$ cat src/sv/sha1_pkg.sv
// Package for the SHA-1 byte stream hasher.
// Holds constants, shared types, the round helper functions and a hex digit helper.
package sha1_pkg;

    localparam logic [31:0] H0 = 32'h67452301;
    localparam logic [31:0] H1 = 32'hEFCDAB89;
    localparam logic [31:0] H2 = 32'h98BADCFE;
    localparam logic [31:0] H3 = 32'h10325476;
    localparam logic [31:0] H4 = 32'hC3D2E1F0;
    localparam logic [31:0] K0 = 32'h5A827999;
    localparam logic [31:0] K1 = 32'h6ED9EBA1;
    localparam logic [31:0] K2 = 32'h8F1BBCDC;
    localparam logic [31:0] K3 = 32'hCA62C1D6;
    localparam logic [7:0] PAD_BYTE = 8'h80;
    localparam int unsigned QDEPTH = 4;

    typedef struct packed {
        logic [7:0] data_byte;
        logic       byte_valid;
        logic       is_last;
    } in_item_t;

    typedef struct packed {
        logic [7:0] out_byte;
        logic       status;
        logic       last;
    } out_item_t;

    typedef enum logic [3:0] {
        ST_IDLE,
        ST_COMP,
        ST_PAD0,
        ST_PADE,
        ST_PADZ,
        ST_LEN,
        ST_ERR,
        ST_OUT
    } back_state_t;

    function automatic logic [7:0] hex_char(input logic [3:0] nib);
        if (nib < 4'd10)
            return 8'h30 + {4'd0, nib};
        else
            return 8'h37 + {4'd0, nib};
    endfunction

    function automatic logic [31:0] round_f(input logic [6:0] r, input logic [31:0] b,
                                            input logic [31:0] c, input logic [31:0] d);
        if (r < 7'd20)
            return (b & c) | (~b & d);
        else if (r < 7'd40 || r >= 7'd60)
            return b ^ c ^ d;
        else
            return (b & c) | (b & d) | (c & d);
    endfunction

    function automatic logic [31:0] round_k(input logic [6:0] r);
        if (r < 7'd20)
            return K0;
        else if (r < 7'd40)
            return K1;
        else if (r < 7'd60)
            return K2;
        else
            return K3;
    endfunction

endpackage

$ cat src/sv/sha1_if.sv
// Valid/ready channel interfaces for the hasher.
// Depends on sha1_pkg for the payload types.
interface sha1_in_if;
    logic                valid;
    logic                ready;
    sha1_pkg::in_item_t  payload;
    modport source (output valid, output payload, input ready);
    modport sink (input valid, input payload, output ready);
endinterface

interface sha1_out_if;
    logic                valid;
    logic                ready;
    sha1_pkg::out_item_t payload;
    modport source (output valid, output payload, input ready);
    modport sink (input valid, input payload, output ready);
endinterface

interface sha1_cfg_if;
    logic valid;
    logic ready;
    logic hex_output;
    modport source (output valid, output hex_output, input ready);
    modport sink (input valid, input hex_output, output ready);
endinterface

$ cat src/sv/sha1_byte_stream_hasher_core.sv
// SHA-1 byte stream hasher top level. Input transfers pass a 4-entry queue and the back part
// absorbs one byte per cycle while idle; each full 64-byte block is then compressed, and no
// byte is taken meanwhile. A closing item adds padding, one or two compressions
// and 20 raw or 40 hex result bytes; the input stalls while the queue
// is full. Reset (rst_n low, asynchronous) restores the initial chain, clears counts and
// sets hex mode; the schedule window needs no clearing.
module sha1_byte_stream_hasher_core (
    input logic        clk,
    input logic        rst_n,
    sha1_in_if.sink    in_ch,
    sha1_out_if.source out_ch,
    sha1_cfg_if.sink   cfg
);
    import sha1_pkg::*;

    logic     hex_reg;
    logic     q_pop;
    logic     q_valid;
    in_item_t q_item;

    assign cfg.ready = 1'b1;

    always_ff @(posedge clk or negedge rst_n)
    begin
        if (!rst_n)
            hex_reg <= 1'b1;
        else if (cfg.valid)
            hex_reg <= cfg.hex_output;
    end

    sha1_front u_front (
        .clk       (clk),
        .rst_n     (rst_n),
        .in_valid  (in_ch.valid),
        .in_ready  (in_ch.ready),
        .in_item   (in_ch.payload),
        .pop       (q_pop),
        .pop_item  (q_item),
        .not_empty (q_valid)
    );

    sha1_back u_back (
        .clk       (clk),
        .rst_n     (rst_n),
        .hex_mode  (hex_reg),
        .q_valid   (q_valid),
        .q_item    (q_item),
        .q_pop     (q_pop),
        .out_valid (out_ch.valid),
        .out_ready (out_ch.ready),
        .out_item  (out_ch.payload)
    );
endmodule

$ cat src/sv/sha1_fifo.sv
// Short item queue between the front and back parts.
// Depends on sha1_pkg.
module sha1_fifo (
    input  logic               clk,
    input  logic               rst_n,
    input  logic               push,
    input  sha1_pkg::in_item_t push_item,
    output logic               full,
    input  logic               pop,
    output sha1_pkg::in_item_t pop_item,
    output logic               not_empty
);
    import sha1_pkg::*;

    localparam int AW = $clog2(QDEPTH);

    in_item_t       mem_reg [QDEPTH];
    logic [AW-1:0]  wptr_reg, rptr_reg;
    logic [AW:0]    cnt_reg;

    assign full      = (cnt_reg == (AW+1)'(QDEPTH));
    assign not_empty = (cnt_reg != '0);
    assign pop_item  = mem_reg[rptr_reg];

    always_ff @(posedge clk)
    begin
        if (push)
            mem_reg[wptr_reg] <= push_item;
    end

    always_ff @(posedge clk or negedge rst_n)
    begin
        if (!rst_n)
        begin
            wptr_reg <= '0;
            rptr_reg <= '0;
            cnt_reg  <= '0;
        end
        else
        begin
            if (push)
                wptr_reg <= wptr_reg + 1'b1;
            if (pop)
                rptr_reg <= rptr_reg + 1'b1;
            cnt_reg <= cnt_reg + (AW+1)'(push) - (AW+1)'(pop);
        end
    end
endmodule

$ cat src/sv/sha1_front.sv
// Front part: accepts input transfers and drops empty items.
// Depends on sha1_pkg and sha1_fifo.
module sha1_front (
    input  logic               clk,
    input  logic               rst_n,
    input  logic               in_valid,
    output logic               in_ready,
    input  sha1_pkg::in_item_t in_item,
    input  logic               pop,
    output sha1_pkg::in_item_t pop_item,
    output logic               not_empty
);
    import sha1_pkg::*;

    logic full;
    logic push;

    assign in_ready = !full;
    assign push     = in_valid && !full && (in_item.byte_valid || in_item.is_last);

    sha1_fifo u_fifo (
        .clk       (clk),
        .rst_n     (rst_n),
        .push      (push),
        .push_item (in_item),
        .full      (full),
        .pop       (pop),
        .pop_item  (pop_item),
        .not_empty (not_empty)
    );
endmodule

$ cat src/sv/sha1_back.sv
// Back part: buffers bytes, pads, runs the 80 rounds and emits the digest or an error item.
// Depends on sha1_pkg.
module sha1_back (
    input  logic                clk,
    input  logic                rst_n,
    input  logic                hex_mode,
    input  logic                q_valid,
    input  sha1_pkg::in_item_t  q_item,
    output logic                q_pop,
    output logic                out_valid,
    input  logic                out_ready,
    output sha1_pkg::out_item_t out_item
);
    import sha1_pkg::*;

    back_state_t state_reg, state_next;
    logic [31:0] h_reg [5];
    logic [31:0] a_reg, b_reg, c_reg, d_reg, e_reg;
    logic [31:0] w_reg [16];
    logic [5:0]  fill_reg, fill_next;
    logic [63:0] len_reg, len_next;
    logic        ovf_reg, ovf_next;
    logic [6:0]  rnd_reg, rnd_next;
    logic        fin_reg, fin_next;
    logic        more_reg, more_next;
    logic        zpad_reg, zpad_next;
    logic [5:0]  ocnt_reg, ocnt_next;
    logic        hex_reg, hex_next;
    logic        ov_reg, ov_next;
    out_item_t   oi_reg, oi_next;

    logic        wr_en;
    logic [5:0]  wr_addr;
    logic [7:0]  wr_data;
    logic        start;
    logic        done;
    logic [31:0] wnew, wcur, tval;
    logic [63:0] len_add;
    logic [4:0]  dig_idx;
    logic [7:0]  dig_byte;
    logic [5:0]  ocnt_last;
    logic        out_free;

    assign len_add = len_reg + 64'd8;
    assign out_free = !ov_reg || out_ready;
    assign out_valid = ov_reg;
    assign out_item = oi_reg;

    assign wnew = {w_reg[13][30:0] ^ w_reg[8][30:0] ^ w_reg[2][30:0] ^ w_reg[0][30:0],
                   w_reg[13][31] ^ w_reg[8][31] ^ w_reg[2][31] ^ w_reg[0][31]};
    assign wcur = (rnd_reg < 7'd16) ? w_reg[0] : wnew;
    assign tval = {a_reg[26:0], a_reg[31:27]} + round_f(rnd_reg, b_reg, c_reg, d_reg)
                + e_reg + wcur + round_k(rnd_reg);
    assign done = (rnd_reg == 7'd79);

    assign dig_idx   = hex_reg ? ocnt_reg[5:1] : ocnt_reg[4:0];
    assign dig_byte  = 8'(h_reg[dig_idx[4:2]] >> (5'd24 - {dig_idx[1:0], 3'b000}));
    assign ocnt_last = hex_reg ? 6'd39 : 6'd19;

    always_comb
    begin
        state_next = state_reg;
        fill_next  = fill_reg;
        len_next   = len_reg;
        ovf_next   = ovf_reg;
        rnd_next   = rnd_reg;
        fin_next   = fin_reg;
        more_next  = more_reg;
        zpad_next  = zpad_reg;
        ocnt_next  = ocnt_reg;
        hex_next   = hex_reg;
        ov_next    = ov_reg && !out_ready;
        oi_next    = oi_reg;
        q_pop      = 1'b0;
        wr_en      = 1'b0;
        wr_addr    = fill_reg;
        wr_data    = q_item.data_byte;
        start      = 1'b0;
        case (state_reg)
            ST_IDLE:
            begin
                if (q_valid)
                begin
                    q_pop = 1'b1;
                    if (q_item.byte_valid && !ovf_reg)
                    begin
                        len_next = len_add;
                        if (len_add == '0)
                            ovf_next = 1'b1;
                        else
                        begin
                            wr_en = 1'b1;
                            fill_next = fill_reg + 6'd1;
                            if (fill_reg == 6'd63)
                            begin
                                start = 1'b1;
                                fin_next = 1'b0;
                                zpad_next = 1'b0;
                                more_next = q_item.is_last;
                                state_next = ST_COMP;
                            end
                        end
                    end
                    if (q_item.is_last && state_next == ST_IDLE)
                    begin
                        if (ovf_next)
                            state_next = ST_ERR;
                        else
                            state_next = ST_PAD0;
                    end
                end
            end
            ST_COMP:
            begin
                rnd_next = rnd_reg + 7'd1;
                if (done)
                begin
                    rnd_next = '0;
                    if (fin_reg)
                    begin
                        ocnt_next = '0;
                        hex_next = hex_mode;
                        state_next = ST_OUT;
                    end
                    else if (more_reg)
                        state_next = ST_PAD0;
                    else if (zpad_reg)
                        state_next = ST_PADZ;
                    else
                        state_next = ST_IDLE;
                end
            end
            ST_PAD0:
            begin
                wr_en = 1'b1;
                wr_data = PAD_BYTE;
                fill_next = fill_reg + 6'd1;
                more_next = 1'b0;
                if (fill_reg == 6'd63)
                begin
                    start = 1'b1;
                    fin_next = 1'b0;
                    zpad_next = 1'b1;
                    state_next = ST_COMP;
                end
                else if (fill_reg >= 6'd56)
                    state_next = ST_PADE;
                else
                    state_next = ST_PADZ;
            end
            ST_PADE:
            begin
                wr_en = 1'b1;
                wr_data = 8'h00;
                fill_next = fill_reg + 6'd1;
                if (fill_reg == 6'd63)
                begin
                    start = 1'b1;
                    fin_next = 1'b0;
                    zpad_next = 1'b1;
                    state_next = ST_COMP;
                end
            end
            ST_PADZ:
            begin
                zpad_next = 1'b0;
                if (fill_reg == 6'd56)
                    state_next = ST_LEN;
                else
                begin
                    wr_en = 1'b1;
                    wr_data = 8'h00;
                    fill_next = fill_reg + 6'd1;
                end
            end
            ST_LEN:
            begin
                wr_en = 1'b1;
                wr_data = 8'(len_reg >> (6'd56 - {fill_reg[2:0], 3'b000}));
                fill_next = fill_reg + 6'd1;
                if (fill_reg == 6'd63)
                begin
                    start = 1'b1;
                    fin_next = 1'b1;
                    state_next = ST_COMP;
                end
            end
            ST_ERR:
            begin
                if (out_free)
                begin
                    ov_next = 1'b1;
                    oi_next = '{out_byte: 8'h00, status: 1'b1, last: 1'b1};
                    fill_next = '0;
                    len_next = '0;
                    ovf_next = 1'b0;
                    state_next = ST_IDLE;
                end
            end
            ST_OUT:
            begin
                if (out_free)
                begin
                    ov_next = 1'b1;
                    oi_next.status = 1'b0;
                    oi_next.last = (ocnt_reg == ocnt_last);
                    if (!hex_reg)
                        oi_next.out_byte = dig_byte;
                    else if (!ocnt_reg[0])
                        oi_next.out_byte = hex_char(dig_byte[7:4]);
                    else
                        oi_next.out_byte = hex_char(dig_byte[3:0]);
                    ocnt_next = ocnt_reg + 6'd1;
                    if (ocnt_reg == ocnt_last)
                    begin
                        fill_next = '0;
                        len_next = '0;
                        ovf_next = 1'b0;
                        state_next = ST_IDLE;
                    end
                end
            end
            default:
            begin
                state_next = ST_IDLE;
            end
        endcase
    end

    always_ff @(posedge clk)
    begin
        oi_reg <= oi_next;
    end

    always_ff @(posedge clk)
    begin
        if (state_reg == ST_COMP)
        begin
            for (int i = 0; i < 15; i++)
                w_reg[i] <= w_reg[i+1];
            w_reg[15] <= wcur;
            a_reg <= tval;
            b_reg <= a_reg;
            c_reg <= {b_reg[1:0], b_reg[31:2]};
            d_reg <= c_reg;
            e_reg <= d_reg;
        end
        else
        begin
            if (wr_en)
                w_reg[wr_addr[5:2]][{~wr_addr[1:0], 3'b000} +: 8] <= wr_data;
            if (start)
            begin
                a_reg <= h_reg[0];
                b_reg <= h_reg[1];
                c_reg <= h_reg[2];
                d_reg <= h_reg[3];
                e_reg <= h_reg[4];
            end
        end
    end

    always_ff @(posedge clk or negedge rst_n)
    begin
        if (!rst_n)
        begin
            state_reg <= ST_IDLE;
            h_reg[0] <= H0;
            h_reg[1] <= H1;
            h_reg[2] <= H2;
            h_reg[3] <= H3;
            h_reg[4] <= H4;
            fill_reg <= '0;
            len_reg  <= '0;
            ovf_reg  <= 1'b0;
            rnd_reg  <= '0;
            fin_reg  <= 1'b0;
            more_reg <= 1'b0;
            zpad_reg <= 1'b0;
            ocnt_reg <= '0;
            hex_reg  <= 1'b1;
            ov_reg   <= 1'b0;
        end
        else
        begin
            state_reg <= state_next;
            fill_reg  <= fill_next;
            len_reg   <= len_next;
            ovf_reg   <= ovf_next;
            rnd_reg   <= rnd_next;
            fin_reg   <= fin_next;
            more_reg  <= more_next;
            zpad_reg  <= zpad_next;
            ocnt_reg  <= ocnt_next;
            hex_reg   <= hex_next;
            ov_reg    <= ov_next;
            if (state_reg == ST_COMP && done)
            begin
                h_reg[0] <= h_reg[0] + tval;
                h_reg[1] <= h_reg[1] + a_reg;
                h_reg[2] <= h_reg[2] + {b_reg[1:0], b_reg[31:2]};
                h_reg[3] <= h_reg[3] + c_reg;
                h_reg[4] <= h_reg[4] + d_reg;
            end
            else if (state_next == ST_IDLE && (state_reg == ST_OUT || state_reg == ST_ERR))
            begin
                h_reg[0] <= H0;
                h_reg[1] <= H1;
                h_reg[2] <= H2;
                h_reg[3] <= H3;
                h_reg[4] <= H4;
            end
        end
    end
endmodule
$ cat src/flat_wrapper.sv
// flat-port wrapper written by rule: the top's interface ports become plain ports
module sha1_byte_stream_hasher_core_flat import sha1_pkg::*;
  (clk, rst_n, in_ch_valid, in_ch_payload, in_ch_ready, out_ch_valid, out_ch_payload, out_ch_ready, cfg_valid, cfg_hex_output, cfg_ready);
  sha1_in_if in_ch_i ();
  sha1_out_if out_ch_i ();
  sha1_cfg_if cfg_i ();
  input logic clk;
  input logic rst_n;
  input wire logic [$bits(in_ch_i.valid)-1:0] in_ch_valid;
  input wire logic [$bits(in_ch_i.payload)-1:0] in_ch_payload;
  output wire logic [$bits(in_ch_i.ready)-1:0] in_ch_ready;
  output wire logic [$bits(out_ch_i.valid)-1:0] out_ch_valid;
  output wire logic [$bits(out_ch_i.payload)-1:0] out_ch_payload;
  input wire logic [$bits(out_ch_i.ready)-1:0] out_ch_ready;
  input wire logic [$bits(cfg_i.valid)-1:0] cfg_valid;
  input wire logic [$bits(cfg_i.hex_output)-1:0] cfg_hex_output;
  output wire logic [$bits(cfg_i.ready)-1:0] cfg_ready;
  assign in_ch_i.valid = in_ch_valid;
  assign in_ch_i.payload = in_ch_payload;
  assign in_ch_ready = in_ch_i.ready;
  assign out_ch_valid = out_ch_i.valid;
  assign out_ch_payload = out_ch_i.payload;
  assign out_ch_i.ready = out_ch_ready;
  assign cfg_i.valid = cfg_valid;
  assign cfg_i.hex_output = cfg_hex_output;
  assign cfg_ready = cfg_i.ready;
  sha1_byte_stream_hasher_core u_core (.clk(clk), .rst_n(rst_n), .in_ch(in_ch_i), .out_ch(out_ch_i), .cfg(cfg_i));
endmodule
$ cat config.mk
export PLATFORM = sky130hd
export DESIGN_NAME = sha1_byte_stream_hasher_core_flat
export DESIGN_NICKNAME = d
export VERILOG_FILES = /design/src/sv/sha1_pkg.sv /design/src/sv/sha1_if.sv /design/src/sv/sha1_byte_stream_hasher_core.sv /design/src/sv/sha1_fifo.sv /design/src/sv/sha1_front.sv /design/src/sv/sha1_back.sv /design/src/flat_wrapper.sv
export SDC_FILE = /design/constraint.sdc
export NUM_CORES = 2
export LEC_CHECK = 0
export BUFFER_PORTS_ARGS = -buffer_cell sky130_fd_sc_hd__buf_2
export CAP_MARGIN = 20
export CORE_MARGIN = 5
export CORE_UTILIZATION = 65
export CTS_BUF_LIST = sky130_fd_sc_hd__clkbuf_2 sky130_fd_sc_hd__clkbuf_4 sky130_fd_sc_hd__clkbuf_8
export DETAILED_ROUTE_END_ITERATION = 12
export PLACE_DENSITY = 0.85
export SLEW_MARGIN = 25
export SYNTH_ARGS = -nofsm -noshare
export SYNTH_HDL_FRONTEND = slang
export SYNTH_SLANG_ARGS = --single-unit
$ cat constraint.sdc
create_clock -name clk -period 29.2 [get_ports clk]
set_input_delay 4.38 -clock clk [delete_from_list [all_inputs] [get_ports clk]]
set_output_delay 4.38 -clock clk [all_outputs]
set_load 0.005 [all_outputs]
==> PnR_summary.wiki <==
{| class="wikitable"
! Metric !! Value
|-
| Die Outline Area || 0.100 mm^2
|-
| Worst-skew pair later-pin latency || 0.89 ns
|-
| Launch instance of the worst min-delay path || u_core.u_back.h_reg[127]$_DFFE_PN1P_
|-
| Launching point of the worst reg2reg path || u_core.u_back.rnd_reg[4]$_DFFE_PN0P_
|-
| Fill cell count || 6357
|-
| Leading cell types in the layout, fill and taps excluded || edfxtp_1, nand2_1, o21ai_0
|-
| M2 GR Usage || 53.8%
|-
| Number of nets at the end of the flow || 5773
|-
| CP Launch Type || flip-flop
|-
| Final count of pins violating max slew || 0
|-
| Total of flip-flops plus latches after synthesis || 980
|-
| Die height || 316 um
|-
| End of the worst register-to-register path || u_core.u_back.h_reg[159]$_DFFE_PN0P_
|-
| Main flop type after synthesis || edfxtp_1
|-
| Sequential cell fraction of total power || 32.7%
|-
| Layout-stage area growth over the synthesis result || 7.96%
|-
| Largest net degree at the start of global routing || 201
|-
| Net count of the mapped netlist || 5764
|-
| Mean instance size in the synthesized netlist || 11.3 um^2
|-
| Most common cell type on the critical path || a21oi_1
|-
| Maxcap violations || 0
|-
| Sw frac || 42.4%
|-
| Area leader, netlist || edfxtp_1
|-
| Max Clk Rate || 113 MHz
|-
| First-pass GRT wire length || 263000 um
|-
| Number of flip-flops in the largest register || 512
|-
| Count of instances resized after the clock tree is built || 0
|-
| Setup_tns || 0 ns
|-
| Biggest area contributors in the synthesized netlist || edfxtp_1, dfrtp_1, mux2_4, ha_1, fa_1
|-
| Root cell of the clock tree || clkbuf_8
|-
| Clock Power Share || 20.4%
|-
| Number of DRC markers in iteration 0 || 5599
|-
| Tot GR Track Use || 34.3%
|-
| Instance count of the mapped netlist || 5411
|-
| Worst R2R Setup Slack || 20.38 ns
|-
| PortBufs || 27
|-
| Routed WL per cell || 25.3 um
|-
| Share of layout cells above drive strength 1 || 19.0%
|-
| Overall via count from detail_route || 45370
|-
| Critical path type || reg -> reg
|-
| Worst setup EP type || flip-flop
|-
| # hold bufs at CTS || 0
|-
| Time the final worst path needs with I/O delays and setup || 8.82 ns
|-
| Remaining DRCs || 0
|-
| Fraction of synthesized cell area taken by the top area cell type || 35.6%
|-
| Overall die width || 316 um
|-
| Fin. Hold Viols || 0
|-
| Worst hold margin || 0.498 ns
|-
| Post-route clock period utilization || 30.2%
|-
| Power Total || 0.00634 W
|-
| Switching component of the power || 0.00269 W
|-
| Vias in the first global route || 44471
|-
| Slowest stage delay, CP || 0.79 ns
|-
| Maximum fanout along the worst path || 19
|-
| Number of antenna violations at the first check in global routing || 5
|-
| Number of cell instances on the worst register-to-register path || 35
|-
| Required time worst endpoint || 29.94 ns
|-
| Placement Setup Slack || 20.64 ns
|-
| Slew at the pin with the worst max-slew slack || 1.17 ns
|-
| Netlist cell types || 88
|-
| Unrepaired setup endpoints after global routing || false
|-
| Ys async rst share || 26.3%
|-
| Std-Cell Core Area || 0.0932 mm^2
|-
| Post-synthesis instance area || 0.0609 mm^2
|-
| Most common library cell in the layout ignoring fill and taps || edfxtp_1
|-
| Post-route setup slack || 20.38 ns
|-
| Count of H-tree levels built during CTS || 4
|-
| Grt met3 use || 7.67%
|-
| Combinational power share || 46.9%
|-
| Setup Viol. Count Final || 0
|-
| Leakage power || 26.4 nW
|-
| Number of post-CTS setup repair buffers || 0
|-
| CTS tree || built
|-
| P per Cell Area || 96.3 mW/mm^2
|-
| Post-Route WL || 172000 um
|-
| Yosys warns || 0
|-
| Worst slew margin relative to its limit || 21.9%
|-
| Number of enable flip-flop cells after synthesis || 722
|-
| Post-synthesis sequential area ratio || 46.3%
|-
| Data arrival time of the worst path || 9.57 ns
|-
| Clock-pin slew on the worst setup and hold paths || 0.07 ns
|-
| Post-route clock skew || 0.0454 ns
|-
| Result of the run || complete, no violations
|-
| Critical Path Slowest Stage Cell || or3_1
|-
| WHS Endpoint || u_core.u_back.h_reg[127]$_DFFE_PN1P_
|-
| Gp weighted congestion || 1.00
|-
| Std-Cell Rows || 112
|-
| Global routing met1 resource utilization || 45.2%
|-
| Number of instances on the worst hold path || 2
|-
| Half-perimeter wire length after detailed placement || 121000 um
|-
| Post-route antenna net violation count || 0
|-
| Class of the worst hold path || reg -> reg
|-
| Total clock buffers created by CTS || 167
|-
| Detailed-router iteration count before antenna repair || 8
|-
| Clock net sink count || 980
|-
| I/O pin cnt || 29
|-
| Maximum resistive drop on vdd || 89.6 uV
|-
| Detailed-route vias per instance || 6.65
|-
| Global routing's busiest layer || met2
|-
| Deepest clock path buffer count || 3
|-
| Cell Int Power || 0.00365 W
|-
| Starting density of the core || 65.4%
|-
| Aggregate global routing overflow || 0
|-
| Final core utilization || 70.6%
|}
==> kinds of logic after synthesis <==
family,synth area share [%]
buffers and inverters,3.60
xor gates and xnor gates,4.21
other,0.0123
AOI/OAI and AO/OA,12.9
adders and majority gates,8.47
muxes,12.7
DFF,46.3
and+or+nand+nor,11.8
==> worst max-delay path, delay by kind of cell, from the launching register on <==
family                     cells  cell delay (ns)
AOI/OAI and AO/OA             16             3.75
and+or+nand+nor                7             1.51
buffers and inverters          6             1.36
adders and majority gates      4             1.21
DFF                            1             0.47
xor gates and xnor gates       2             0.37
==> how the worst max path moves through the flow <==
| stage | cells after the start | start | to | slack (ns) |
|---|---|---|---|---|
| after floorplan | 12 | u_core.u_back.len_reg[4]$_DFFE_PN0P_ | u_core.u_back.a_reg[0]$_DFFE_PP_ | 18.42 |
| after global placement | 35 | u_core.u_back.rnd_reg[4]$_DFFE_PN0P_ | u_core.u_back.h_reg[159]$_DFFE_PN0P_ | 20.72 |
| after detailed placement | 35 | u_core.u_back.rnd_reg[4]$_DFFE_PN0P_ | u_core.u_back.h_reg[156]$_DFFE_PN0P_ | 20.64 |
| after CTS | 32 | u_core.u_back.rnd_reg[4]$_DFFE_PN0P_ | u_core.u_back.h_reg[159]$_DFFE_PN0P_ | 20.57 |
| after global routing | 27 | u_core.u_back.rnd_reg[4]$_DFFE_PN0P_ | u_core.u_back.h_reg[159]$_DFFE_PN0P_ | 19.81 |
| final | 35 | u_core.u_back.rnd_reg[4]$_DFFE_PN0P_ | u_core.u_back.h_reg[159]$_DFFE_PN0P_ | 20.38 |
==> Yosys cell counts (63+ instances only) <==
master / n
dfstp_2: 82
o2bb2ai_1: 74
a21o_1: 97
mux2_2: 157
o21ai_0: 397
nand2_1: 605
edfxtp_1: 722
clkbuf_1: 205
inv_1: 286
nor3_1: 98
ha_1: 211
mux4_2: 63
xor2_1: 89
a21oi_1: 309
dfrtp_1: 176
fa_1: 126
xnor2_1: 204
nand3_1: 127
mux2i_1: 93
mux2_4: 240
nor2_1: 271
==> power groups by stage <==
stage	clock, W	sequential (W)	combinational (W)
3_5_place_dp	0	0.00208	0.00288
4_1_cts	0.00130	0.00205	0.00291
3_3_place_gp	0	0.00207	0.00280
2_1_floorplan	0	0.00192	0.00226
6_report	0.00129	0.00207	0.00297
5_1_grt	0.00137	0.00208	0.00324
==> final cells by class <==
class                   count  area, um^2  share of cell area (%)
repair buffers            107         783                    1.19
multi-input cells        3875       30700                    46.6
inverters                 289        1080                    1.65
flip-flops and latches    980       28200                    42.9
diodes                      5        12.5                  0.0190
well taps                1254        1570                    2.38
clock inverters            68         490                   0.745
clock buffers             243        2930                    4.46
==> layer usage <==
| layer | up-vias | wire length [um] | share of wire, % |
|---|---|---|---|
| met2 | 2766 | 78900 | 46 |
| met5 | - | 39 | 0.023 |
| met3 | 615 | 18700 | 11 |
| met4 | 6 | 10600 | 6.1 |
| met1 | 22112 | 64200 | 37 |
| li1 | 19871 | - | - |
==> stage by stage <==
step                cell area [um^2]  std cells
floorplan                      60900       5411
global placement               62300       6505
detailed placement             62300       6505
CTS                            65800       6816
global route                   65800       6817
finish                         65800       6821
(Power assumes the default switching activity.)
